<file path="config.mk">
export PLATFORM = sky130hd
export DESIGN_NAME = fade_in_hold_out_sequencer_top
export DESIGN_NICKNAME = d
export VERILOG_FILES = /design/src/rtl/fhs_pkg.sv /design/src/rtl/fhs_ctrl.sv /design/src/rtl/fhs_datapath.sv /design/src/rtl/fade_in_hold_out_sequencer_top.sv
export SDC_FILE = /design/constraint.sdc
export NUM_CORES = 1
export LEC_CHECK = 0
export BUFFER_PORTS_ARGS = -buffer_cell sky130_fd_sc_hd__buf_2
export CORE_MARGIN = 2
export CORE_UTILIZATION = 55
export CTS_CLUSTER_DIAMETER = 200
export DETAILED_ROUTE_END_ITERATION = 7
export PLACE_DENSITY = 0.73
export REMOVE_ABC_BUFFERS = 1
export SLEW_MARGIN = 20
export SYNTH_ARGS = -nofsm -noshare
export SYNTH_HDL_FRONTEND = slang
export SYNTH_SLANG_ARGS = --single-unit
export TNS_END_PERCENT = 5
</file>
<file path="constraint.sdc">
create_clock -name clk -period 4.75 [get_ports clk]
set_input_delay 0.475 -clock clk [delete_from_list [all_inputs] [get_ports clk]]
set_output_delay 0.475 -clock clk [all_outputs]
set_load 0.01 [all_outputs]
</file>
<file path="src/rtl/fhs_pkg.sv">
// Shared constants, types and helpers of the fade-in / hold / fade-out sequencer.
package fhs_pkg;

	// Fixed-point and timing sizes.
	localparam int LEVEL_FRACTION_BITS = 10;
	localparam int TIME_BITS           = 16;
	localparam int ELAPSED_BITS        = TIME_BITS + 1;
	localparam int QUO_BITS            = LEVEL_FRACTION_BITS + 1;
	localparam int DIV_STEPS           = QUO_BITS;
	localparam int STEP_BITS           = $clog2(DIV_STEPS);

	// Port field widths.
	localparam int DELTA_W   = 10;
	localparam int LEVEL_W   = 11;
	localparam int PHASE_W   = 3;
	localparam int CFG_W     = 16;
	localparam int CFG_IDX_W = 2;
	localparam int S_DATA_W  = 16;
	localparam int M_DATA_W  = 16;

	// Configuration register indexes.
	localparam logic [CFG_IDX_W-1:0] REG_FADE_IN  = 2'd0;
	localparam logic [CFG_IDX_W-1:0] REG_HOLD     = 2'd1;
	localparam logic [CFG_IDX_W-1:0] REG_FADE_OUT = 2'd2;

	// Input operation codes.
	localparam logic OP_TICK = 1'b0;
	localparam logic OP_STOP = 1'b1;

	// Sequence phases.
	typedef enum logic [PHASE_W-1:0] {
		PH_START  = 3'd0,
		PH_START2 = 3'd1,
		PH_IN     = 3'd2,
		PH_HOLD   = 3'd3,
		PH_OUT    = 3'd4,
		PH_DONE   = 3'd5
	} fhs_phase_t;

	// Full level in quotient width.
	localparam logic [QUO_BITS-1:0] FULL_LEVEL = QUO_BITS'(1) << LEVEL_FRACTION_BITS;

	// Commands from the controller to the datapath.
	typedef struct packed {
		logic load;
		logic step;
		logic first;
		logic emit;
	} fhs_cmd_t;

	// Status from the datapath to the controller.
	typedef struct packed {
		logic out_free;
	} fhs_status_t;

	// Fit a quotient into the level field, keeping its low bits.
	function automatic logic [LEVEL_W-1:0] fit_level(input logic [QUO_BITS-1:0] v);
		logic [LEVEL_W-1:0] r;
		r = '0;
		for (int i = 0; i < LEVEL_W; i++) begin
			if (i < QUO_BITS) begin
				r[i] = v[i];
			end
		end
		return r;
	endfunction

	// Keep the low time bits of a register write.
	function automatic logic [TIME_BITS-1:0] fit_time(input logic [CFG_W-1:0] v);
		logic [TIME_BITS-1:0] r;
		r = '0;
		for (int i = 0; i < TIME_BITS; i++) begin
			if (i < CFG_W) begin
				r[i] = v[i];
			end
		end
		return r;
	endfunction

endpackage

</file>
<file path="src/rtl/fhs_ctrl.sv">
// Controller state machine: accepts an item, sequences the divider, hands off the result.
module fhs_ctrl (
	input  logic               clk,
	input  logic               arst_n,
	input  logic               s_tvalid,
	output logic               s_tready,
	input  fhs_pkg::fhs_status_t status,
	output fhs_pkg::fhs_cmd_t    cmd
);
	import fhs_pkg::*;

	typedef enum logic [1:0] {
		ST_IDLE,
		ST_DIV,
		ST_EMIT
	} state_t;

	state_t                state_q;
	logic [STEP_BITS-1:0]  step_q;

	// Commands are combinational from the state, the step count and the handshake inputs.
	always_comb begin
		s_tready  = (state_q == ST_IDLE);
		cmd.load  = (state_q == ST_IDLE) && s_tvalid;
		cmd.step  = (state_q == ST_DIV);
		cmd.first = (step_q == '0);
		cmd.emit  = (state_q == ST_EMIT) && status.out_free;
	end

	// State and divider step count.
	always_ff @(posedge clk or negedge arst_n) begin
		if (!arst_n) begin
			state_q <= ST_IDLE;
			step_q  <= '0;
		end else begin
			unique case (state_q)
				ST_IDLE: begin
					if (s_tvalid) begin
						state_q <= ST_DIV;
						step_q  <= '0;
					end
				end
				ST_DIV: begin
					if (step_q == STEP_BITS'(DIV_STEPS - 1)) begin
						state_q <= ST_EMIT;
					end else begin
						step_q <= step_q + 1'b1;
					end
				end
				ST_EMIT: begin
					if (status.out_free) begin
						state_q <= ST_IDLE;
					end
				end
				default: begin
					state_q <= ST_IDLE;
				end
			endcase
		end
	end

endmodule

</file>
<file path="src/rtl/fhs_datapath.sv">
// Datapath: configuration, sequence state, restoring divider and output register.
module fhs_datapath (
	input  logic                         clk,
	input  logic                         arst_n,
	input  logic                         cfg_valid,
	input  logic [fhs_pkg::CFG_IDX_W-1:0] cfg_index,
	input  logic [fhs_pkg::CFG_W-1:0]     cfg_data,
	input  logic                         in_op,
	input  logic [fhs_pkg::DELTA_W-1:0]   in_delta,
	input  fhs_pkg::fhs_cmd_t            cmd,
	output fhs_pkg::fhs_status_t         status,
	input  logic                         m_tready,
	output logic                         m_tvalid,
	output logic [fhs_pkg::M_DATA_W-1:0]  m_tdata,
	output logic                         m_tuser
);
	import fhs_pkg::*;

	typedef enum logic [1:0] {
		LVL_ZERO,
		LVL_FULL,
		LVL_DIV
	} lvl_kind_t;

	localparam logic [ELAPSED_BITS-1:0] ELAPSED_CAP = '1;

	// Configuration and sequence state.
	logic [TIME_BITS-1:0]    fade_in_q;
	logic [TIME_BITS-1:0]    hold_q;
	logic [TIME_BITS-1:0]    fade_out_q;
	fhs_phase_t              phase_q;
	logic [ELAPSED_BITS-1:0] elapsed_q;
	logic                    cancel_q;

	// Result held while the divider runs.
	logic                    res_valid_q;
	lvl_kind_t               res_kind_q;
	fhs_phase_t              res_phase_q;

	// Divider registers.
	logic [TIME_BITS-1:0]    rem_q;
	logic [TIME_BITS-1:0]    den_q;
	logic [QUO_BITS-1:0]     quo_q;

	// Output register.
	logic                    out_valid_q;
	logic [LEVEL_W-1:0]      out_level_q;
	logic                    out_lvalid_q;
	fhs_phase_t              out_phase_q;
	logic                    out_done_q;

	// Decision for the accepted item.
	fhs_phase_t              nxt_phase;
	logic [ELAPSED_BITS-1:0] nxt_elapsed;
	logic [ELAPSED_BITS:0]   sum_ext;
	logic [ELAPSED_BITS-1:0] sat_elapsed;
	logic [TIME_BITS-1:0]    hold_eff;
	logic                    dec_valid;
	lvl_kind_t               dec_kind;
	logic [TIME_BITS-1:0]    dec_num;
	logic [TIME_BITS-1:0]    dec_den;
	logic                    dec_cancel;

	// Divider step.
	logic [TIME_BITS:0]      trial;
	logic [TIME_BITS:0]      diff;
	logic                    ge;
	logic [LEVEL_W-1:0]      res_level;

	// Saturating elapsed-time advance.
	always_comb begin
		sum_ext     = {1'b0, elapsed_q} + (ELAPSED_BITS + 1)'(in_delta);
		sat_elapsed = sum_ext[ELAPSED_BITS] ? ELAPSED_CAP : sum_ext[ELAPSED_BITS-1:0];
		hold_eff    = cancel_q ? '0 : hold_q;
	end

	// Phase step for the item at the input.
	always_comb begin
		nxt_phase   = phase_q;
		nxt_elapsed = elapsed_q;
		dec_valid   = 1'b0;
		dec_kind    = LVL_ZERO;
		dec_num     = elapsed_q[TIME_BITS-1:0];
		dec_den     = fade_in_q;
		dec_cancel  = 1'b0;
		if (in_op == OP_STOP) begin
			dec_cancel = 1'b1;
		end else begin
			unique case (phase_q) inside
				PH_START, PH_START2: begin
					dec_valid   = (fade_in_q != '0);
					nxt_elapsed = '0;
					nxt_phase   = (phase_q == PH_START) ? PH_START2 : PH_IN;
				end
				PH_IN: begin
					dec_valid = 1'b1;
					if (elapsed_q < ELAPSED_BITS'(fade_in_q)) begin
						dec_kind    = LVL_DIV;
						nxt_elapsed = sat_elapsed;
					end else begin
						dec_kind    = LVL_FULL;
						nxt_elapsed = '0;
						nxt_phase   = PH_HOLD;
					end
				end
				PH_HOLD: begin
					if (elapsed_q < ELAPSED_BITS'(hold_eff)) begin
						nxt_elapsed = sat_elapsed;
					end else begin
						nxt_elapsed = '0;
						nxt_phase   = PH_OUT;
					end
				end
				PH_OUT: begin
					dec_valid = 1'b1;
					if (fade_out_q == '0) begin
						dec_kind    = LVL_FULL;
						nxt_elapsed = '0;
						nxt_phase   = PH_DONE;
					end else if (elapsed_q < ELAPSED_BITS'(fade_out_q)) begin
						dec_kind    = LVL_DIV;
						dec_num     = fade_out_q - elapsed_q[TIME_BITS-1:0];
						dec_den     = fade_out_q;
						nxt_elapsed = sat_elapsed;
					end else begin
						dec_kind    = LVL_ZERO;
						nxt_elapsed = '0;
						nxt_phase   = PH_DONE;
					end
				end
				default: begin
				end
			endcase
		end
	end

	// Configuration writes and sequence state.
	always_ff @(posedge clk or negedge arst_n) begin
		if (!arst_n) begin
			fade_in_q  <= '0;
			hold_q     <= '0;
			fade_out_q <= '0;
			phase_q    <= PH_START;
			elapsed_q  <= '0;
			cancel_q   <= 1'b0;
		end else begin
			if (cfg_valid) begin
				unique case (cfg_index)
					REG_FADE_IN: fade_in_q <= fit_time(cfg_data);
					REG_HOLD: begin
						hold_q   <= fit_time(cfg_data);
						cancel_q <= 1'b0;
					end
					REG_FADE_OUT: fade_out_q <= fit_time(cfg_data);
					default: begin
					end
				endcase
			end
			if (cmd.load) begin
				phase_q   <= nxt_phase;
				elapsed_q <= nxt_elapsed;
				if (dec_cancel) begin
					cancel_q <= 1'b1;
				end
			end
		end
	end

	// One quotient bit per step; the first step compares without doubling.
	always_comb begin
		trial = cmd.first ? {1'b0, rem_q} : {rem_q, 1'b0};
		diff  = trial - {1'b0, den_q};
		ge    = (trial >= {1'b0, den_q});
	end

	// Pending result and divider.
	always_ff @(posedge clk) begin
		if (cmd.load) begin
			res_valid_q <= dec_valid;
			res_kind_q  <= dec_kind;
			res_phase_q <= nxt_phase;
			rem_q       <= dec_num;
			den_q       <= dec_den;
			quo_q       <= '0;
		end else if (cmd.step) begin
			rem_q <= ge ? diff[TIME_BITS-1:0] : trial[TIME_BITS-1:0];
			quo_q <= {quo_q[QUO_BITS-2:0], ge};
		end
	end

	// Level chosen by the item's kind.
	always_comb begin
		case (res_kind_q)
			LVL_DIV:  res_level = fit_level(quo_q);
			LVL_FULL: res_level = fit_level(FULL_LEVEL);
			default:  res_level = '0;
		endcase
	end

	// Output register: holds a result until the transaction completes.
	always_ff @(posedge clk or negedge arst_n) begin
		if (!arst_n) begin
			out_valid_q <= 1'b0;
		end else if (cmd.emit) begin
			out_valid_q <= 1'b1;
		end else if (m_tready) begin
			out_valid_q <= 1'b0;
		end
	end

	always_ff @(posedge clk) begin
		if (cmd.emit) begin
			out_lvalid_q <= res_valid_q;
			out_level_q  <= res_level;
			out_phase_q  <= res_phase_q;
			out_done_q   <= (res_phase_q >= PH_DONE);
		end
	end

	assign status.out_free = !out_valid_q || m_tready;
	assign m_tvalid        = out_valid_q;
	assign m_tuser         = out_lvalid_q;
	assign m_tdata         = M_DATA_W'({out_done_q, out_phase_q, out_level_q});

endmodule

</file>
<file path="src/rtl/fade_in_hold_out_sequencer_top.sv">
// Top level of the fade-in / hold / fade-out brightness envelope sequencer.
// Each input transaction runs eleven radix-2 restoring divider steps, then one output
// register load; a new item is taken only after that load, so a stalled output also
// holds off the input.
// Reset (arst_n low, asynchronous): configuration and elapsed time zero, phase start, output empty.
// The configuration port takes a write every cycle.
module fade_in_hold_out_sequencer_top (
	input  logic                          clk,
	input  logic                          arst_n,
	// Configuration write channel.
	input  logic                          cfg_valid,
	output logic                          cfg_ready,
	input  logic [fhs_pkg::CFG_IDX_W-1:0] cfg_index,
	input  logic [fhs_pkg::CFG_W-1:0]     cfg_data,
	// Input stream.
	input  logic                          s_tvalid,
	output logic                          s_tready,
	input  logic [fhs_pkg::S_DATA_W-1:0]  s_tdata,   // [9:0] delta_ms, [15:10] zero
	input  logic                          s_tuser,   // [0] op
	// Output stream.
	output logic                          m_tvalid,
	input  logic                          m_tready,
	output logic [fhs_pkg::M_DATA_W-1:0]  m_tdata,   // [10:0] level, [13:11] phase,
	                                                 // [14] done_res, [15] zero
	output logic                          m_tuser    // [0] level_valid
);
	import fhs_pkg::*;

	fhs_cmd_t    cmd;
	fhs_status_t status;

	assign cfg_ready = 1'b1;

	fhs_ctrl u_ctrl (
		.clk      (clk),
		.arst_n   (arst_n),
		.s_tvalid (s_tvalid),
		.s_tready (s_tready),
		.status   (status),
		.cmd      (cmd)
	);

	fhs_datapath u_datapath (
		.clk       (clk),
		.arst_n    (arst_n),
		.cfg_valid (cfg_valid),
		.cfg_index (cfg_index),
		.cfg_data  (cfg_data),
		.in_op     (s_tuser),
		.in_delta  (s_tdata[DELTA_W-1:0]),
		.cmd       (cmd),
		.status    (status),
		.m_tready  (m_tready),
		.m_tvalid  (m_tvalid),
		.m_tdata   (m_tdata),
		.m_tuser   (m_tuser)
	);

endmodule

</file>
==> reports/results.txt <==
Hold is met by 0.1715 ns. The tools report the number of top-level design ports as 60. Once placement finished, the instance area stood at 9866 um2. The largest individual stage delay along the critical path comes from the cell sky130_fd_sc_hd__a21oi_4. The relative slew slack came out at 35.66%. The run gives 19780 um as the total length of routed wires. The detail-routed via count per cell came out at 5.624.

Of all nets on the critical path, the largest fanout is 18. For the global routing usage on met1, the log shows 31.99%. Static timing analysis puts the maximum clock frequency at 0.2446 GHz.

The global-route wire length before repair is 32950 um. The share of total power dissipated in sequential elements is 29.0%. The data required time at the worst endpoint was 4.89 ns.

The startpoint identified for the worst register-to-register timing path is u_ctrl.step_q[0]. For the worst endpoint data arrival time, the log shows 4.22 ns. For this block, the initial DRC count from the detailed router was 359.

The tree built by TritonCTS fans out to 141 sinks. The cell that appears most often on the critical path is sky130_fd_sc_hd__ha_1. Counting tap cells, the placed design contains a total of 1216 instances.

The number of gates resized after CTS was 0. After clock tree synthesis, the clock-pin slew on the worst setup and hold paths is 0.06 ns. Across every metal layer, demand over resource in global routing totals 22.99%. The final critical path takes up 86.09% of the cycle. Cell type contributing the most total cell area after synthesis: sky130_fd_sc_hd__dfrtp_1. The run gives 0 as the number of routed nets with antenna violations. No sink is reached through more buffers than the 2 on the longest clock path. Across the routed clock network, the largest skew measured is 0.01425 ns. The fraction of final layout cells sized beyond drive strength 1 is 15.66%. The worst min-delay path class was input pin to asynchronous set/reset pin. Walking the worst path, the cells encountered are inv_1 -> ha_1 -> nor3b_2 -> buf_4 -> mux2_2 -> ha_1 -> nor2b_1 -> o2111ai_1 -> and3_1 -> o31a_1 -> o21ai_2 -> a21oi_4 -> mux2i_1 -> a22oi_1. The logs give 0.8854 for the weighted congestion at the end of routability-driven global placement and 0 for the number of max-cap violations. The met2 routing resource usage after global routing is 35.98%. Number of global-route vias before repair: 6665. The number of buffers added by the clock tree synthesis step is 17, and the number of cells on the worst reg-to-reg path is 14.

The height of the die works out to 135.2 um. TritonCTS built the clock tree. For the clock network fraction of total power, the log shows 18.9%. The final layout contains 1150 nets. The largest stage delay on the critical path came out at 0.59 ns.

The wire-length estimate of the detail-placed layout is 14980 um. In this run the clock root is driven by a sky130_fd_sc_hd__clkbuf_16. After floorplanning, the core was sized to cover 16700 um2. In this run the biggest area consumer among cell types represents 20.08% of the synthesized area. The worst setup path is captured at a register.

A synthesized cell averages 9.696 um2. The power density relative to cell area is 661.2 nW/um2, and the overall power of the completed layout is 0.006916 W. The mean routed wirelength per cell was 15.85 um.

After global routing the overflow that remains totals 0. The number of search-and-repair iterations in the first detailed-routing pass was 5; the number of antenna violations at the first check in global routing was 0. Global routing used 3.554% of the available met3 tracks. For the area of all placed cells without fillers, the log shows 10460 um2.

Counting flops with an async set or reset pin after synthesis yields a share of 53.90%. For this run, the number of Yosys warnings is 0. The tools report the combinational share of power as 52.0%. The run finished with clean final reports. For the instance count of the mapped netlist, the log shows 977. After layout, the minimum clock period comes to 4.089 ns. In this run the tool buffered the top-level ports with 51 buffer cells. VDD sags by at most 0.3390 mV.

The switching share of power was 41.48%. In the routed design, unresolved DRC markers number 0. The switching power of the nets was 0.002869 W; the number of synthesized flops with an enable pin was 54. In this run the static leakage power is 4.639 nW. The logs give 4 for the H-tree depth and 18290 um2 for the die area. Sequential elements use 39.52% of the synthesized area.

The floorplan has 47 rows. Entering global routing, the biggest net connects 77 pins. The internal power of the cells totals 0.004048 W. The global routing stage identified its most utilized layer as met2.

The setup total negative slack was 0 ns; the die extent in x was 135.2 um. The routed layout has 7019 vias. The run gives 56.72% as the initial cell density of the core. Total inserted antenna cells: 0. The number of setup violations in the final report came out at 0. After synthesis the cells add up to 9473 um2. Compared with the post-synthesis result, the final layout area differs by 10.42%. In this run, synthesis produced a sequential element count of 141. After clock tree synthesis, the setup repair step added 0 buffers.

The number of pins exceeding their max-slew limit in the final report came out at 0. For the count of non-filler cells in the finished layout, the log shows 1248. By area the synthesized netlist is led by sky130_fd_sc_hd__dfrtp_1 20%, sky130_fd_sc_hd__edfxtp_1 17%, sky130_fd_sc_hd__ha_1 12%. The kind of start point of the critical path was a register. The tools report the number of buffers inserted for hold repair after clock tree synthesis as 0.

The worst setup path is of the register to register kind. For the worst-skew pair, the clock arrives at the later sink with an insertion delay of 0.43 ns. Setup repair after global routing left no endpoint under its margin. For the pin with the worst max-slew slack, the measured transition is 0.9651 ns. Number of distinct library cells after synthesis: 76. For this run, the leading register cell type out of synthesis is sky130_fd_sc_hd__dfrtp_1.

The final count of hold timing violations came out at 0. The most critical setup path has its startpoint at u_ctrl.step_q[0].
layout by cell type, fill, tap and decap left out, drive strengths merged, types with 14 or more instances in the layout:
cell type	n
mux2	52
o21ai	74
a21o	18
buf	55
nand2	97
a21oi	59
inv	90
nand3	21
nor3	19
ha	92
xnor2	22
nor2	46
mux2i	23
and2	14
nand2b	25
edfxtp	54
clkbuf	18
dfrtp	76
cells in the mapped netlist (4+ instances only):
master / count
sky130_fd_sc_hd__nand2_1: 97
sky130_fd_sc_hd__ha_1: 92
sky130_fd_sc_hd__inv_1: 81
sky130_fd_sc_hd__dfrtp_1: 76
sky130_fd_sc_hd__o21ai_0: 72
sky130_fd_sc_hd__a21oi_1: 57
sky130_fd_sc_hd__edfxtp_1: 54
sky130_fd_sc_hd__mux2_2: 52
sky130_fd_sc_hd__nor2_1: 46
sky130_fd_sc_hd__nand2b_1: 25
sky130_fd_sc_hd__clkbuf_1: 23
sky130_fd_sc_hd__mux2i_1: 23
sky130_fd_sc_hd__xnor2_1: 22
sky130_fd_sc_hd__nand3_1: 21
sky130_fd_sc_hd__a21o_1: 18
sky130_fd_sc_hd__nor3_1: 17
sky130_fd_sc_hd__and2_1: 14
sky130_fd_sc_hd__dfxtp_1: 11
sky130_fd_sc_hd__nor2b_1: 11
sky130_fd_sc_hd__xor2_1: 11
sky130_fd_sc_hd__nand4_1: 10
sky130_fd_sc_hd__a31oi_1: 9
sky130_fd_sc_hd__o21a_1: 8
sky130_fd_sc_hd__o31ai_1: 8
sky130_fd_sc_hd__a211o_1: 7
sky130_fd_sc_hd__and3_1: 7
sky130_fd_sc_hd__nor4_1: 7
sky130_fd_sc_hd__o211ai_1: 7
sky130_fd_sc_hd__buf_2: 6
sky130_fd_sc_hd__a211oi_1: 5
sky130_fd_sc_hd__nand3b_1: 5
sky130_fd_sc_hd__o211a_1: 4
sky130_fd_sc_hd__or3_1: 4
sequential cells by signal, summed over array words and instances, names as in the netlist, 11 cells and up:
name / flops
u_datapath.elapsed_q: 17
u_datapath.den_q: 16
u_datapath.fade_in_q: 16
u_datapath.fade_out_q: 16
u_datapath.hold_q: 16
u_datapath.rem_q: 16
u_datapath.out_level_q: 11
u_datapath.quo_q: 11
cell families after synthesis:
| group | count (synthesis) | synth area share (%) |
|---|---|---|
| flip-flops | 141 | 39.52 |
| buffers and inverters | 118 | 5.111 |
| other | 2 | 0.07928 |
| AND/OR/NAND/NOR | 279 | 14.82 |
| XOR/XNOR | 33 | 3.051 |
| AO/OA/AOI/OAI | 234 | 16.02 |
| multiplexers | 75 | 8.612 |
| adder cells (fa/ha/maj) | 95 | 12.79 |
power groups by stage:
stage | clock network (W) | registers (W) | logic [W]
after global placement | 0 | 0.00201 | 0.00347
after global routing | 0.00138 | 0.00206 | 0.00406
after CTS | 0.00133 | 0.00200 | 0.00359
after detailed placement | 0 | 0.00203 | 0.00355
final | 0.00131 | 0.00201 | 0.00360
after floorplan | 0 | 0.00191 | 0.00289
stage by stage:
step / util, % / setup WS (ns)
floorplan: - / 0.7940
global placement: 59.07 / 0.8230
detailed placement: 59.07 / 0.7534
CTS: 62.63 / 0.6871
global route: 62.63 / 0.4388
finish: 62.63 / 0.6609
worst paths after layout:
path / end / slack (ns)
worst min register to register: u_datapath.m_tuser / 0.44
worst max-delay path: u_datapath.rem_q[11] / 0.66
worst max register to register: u_datapath.rem_q[11] / 0.66
min in group clk: u_datapath.fade_in_q[8] / 0.29
worst min-delay path: u_datapath.elapsed_q[0] / 0.17
max in group asynchronous: u_ctrl.step_q[3] / 3.95
layer usage:
metal / part of all wire [%] / wire, um
met5: 0 / 0
met4: 2.8 / 549
met3: 3.2 / 627
met2: 46 / 9090
met1: 48 / 9508
area by class of cell:
cell class,instances,area (um2)
clock inverters,14,143.9
clock buffers,18,450.4
flip-flops and latches,141,3744
repair buffers,55,287.8
fillers,1392,6241
well taps,220,275.3
inverters,82,307.8
multi-input cells,718,5251
worst max-delay path: cells and delay by family (launching register included):
| kind | cells | cell delay, ns |
|---|---|---|
| muxes | 2 | 0.70 |
| buffers and inverters | 2 | 0.36 |
| adders and majority gates | 2 | 0.46 |
| and+or+nand+nor | 3 | 0.57 |
| AOI/OAI and AO/OA | 5 | 1.29 |
| DFF | 1 | 0.42 |
No activity file was read; power rests on OpenSTA's default activity.
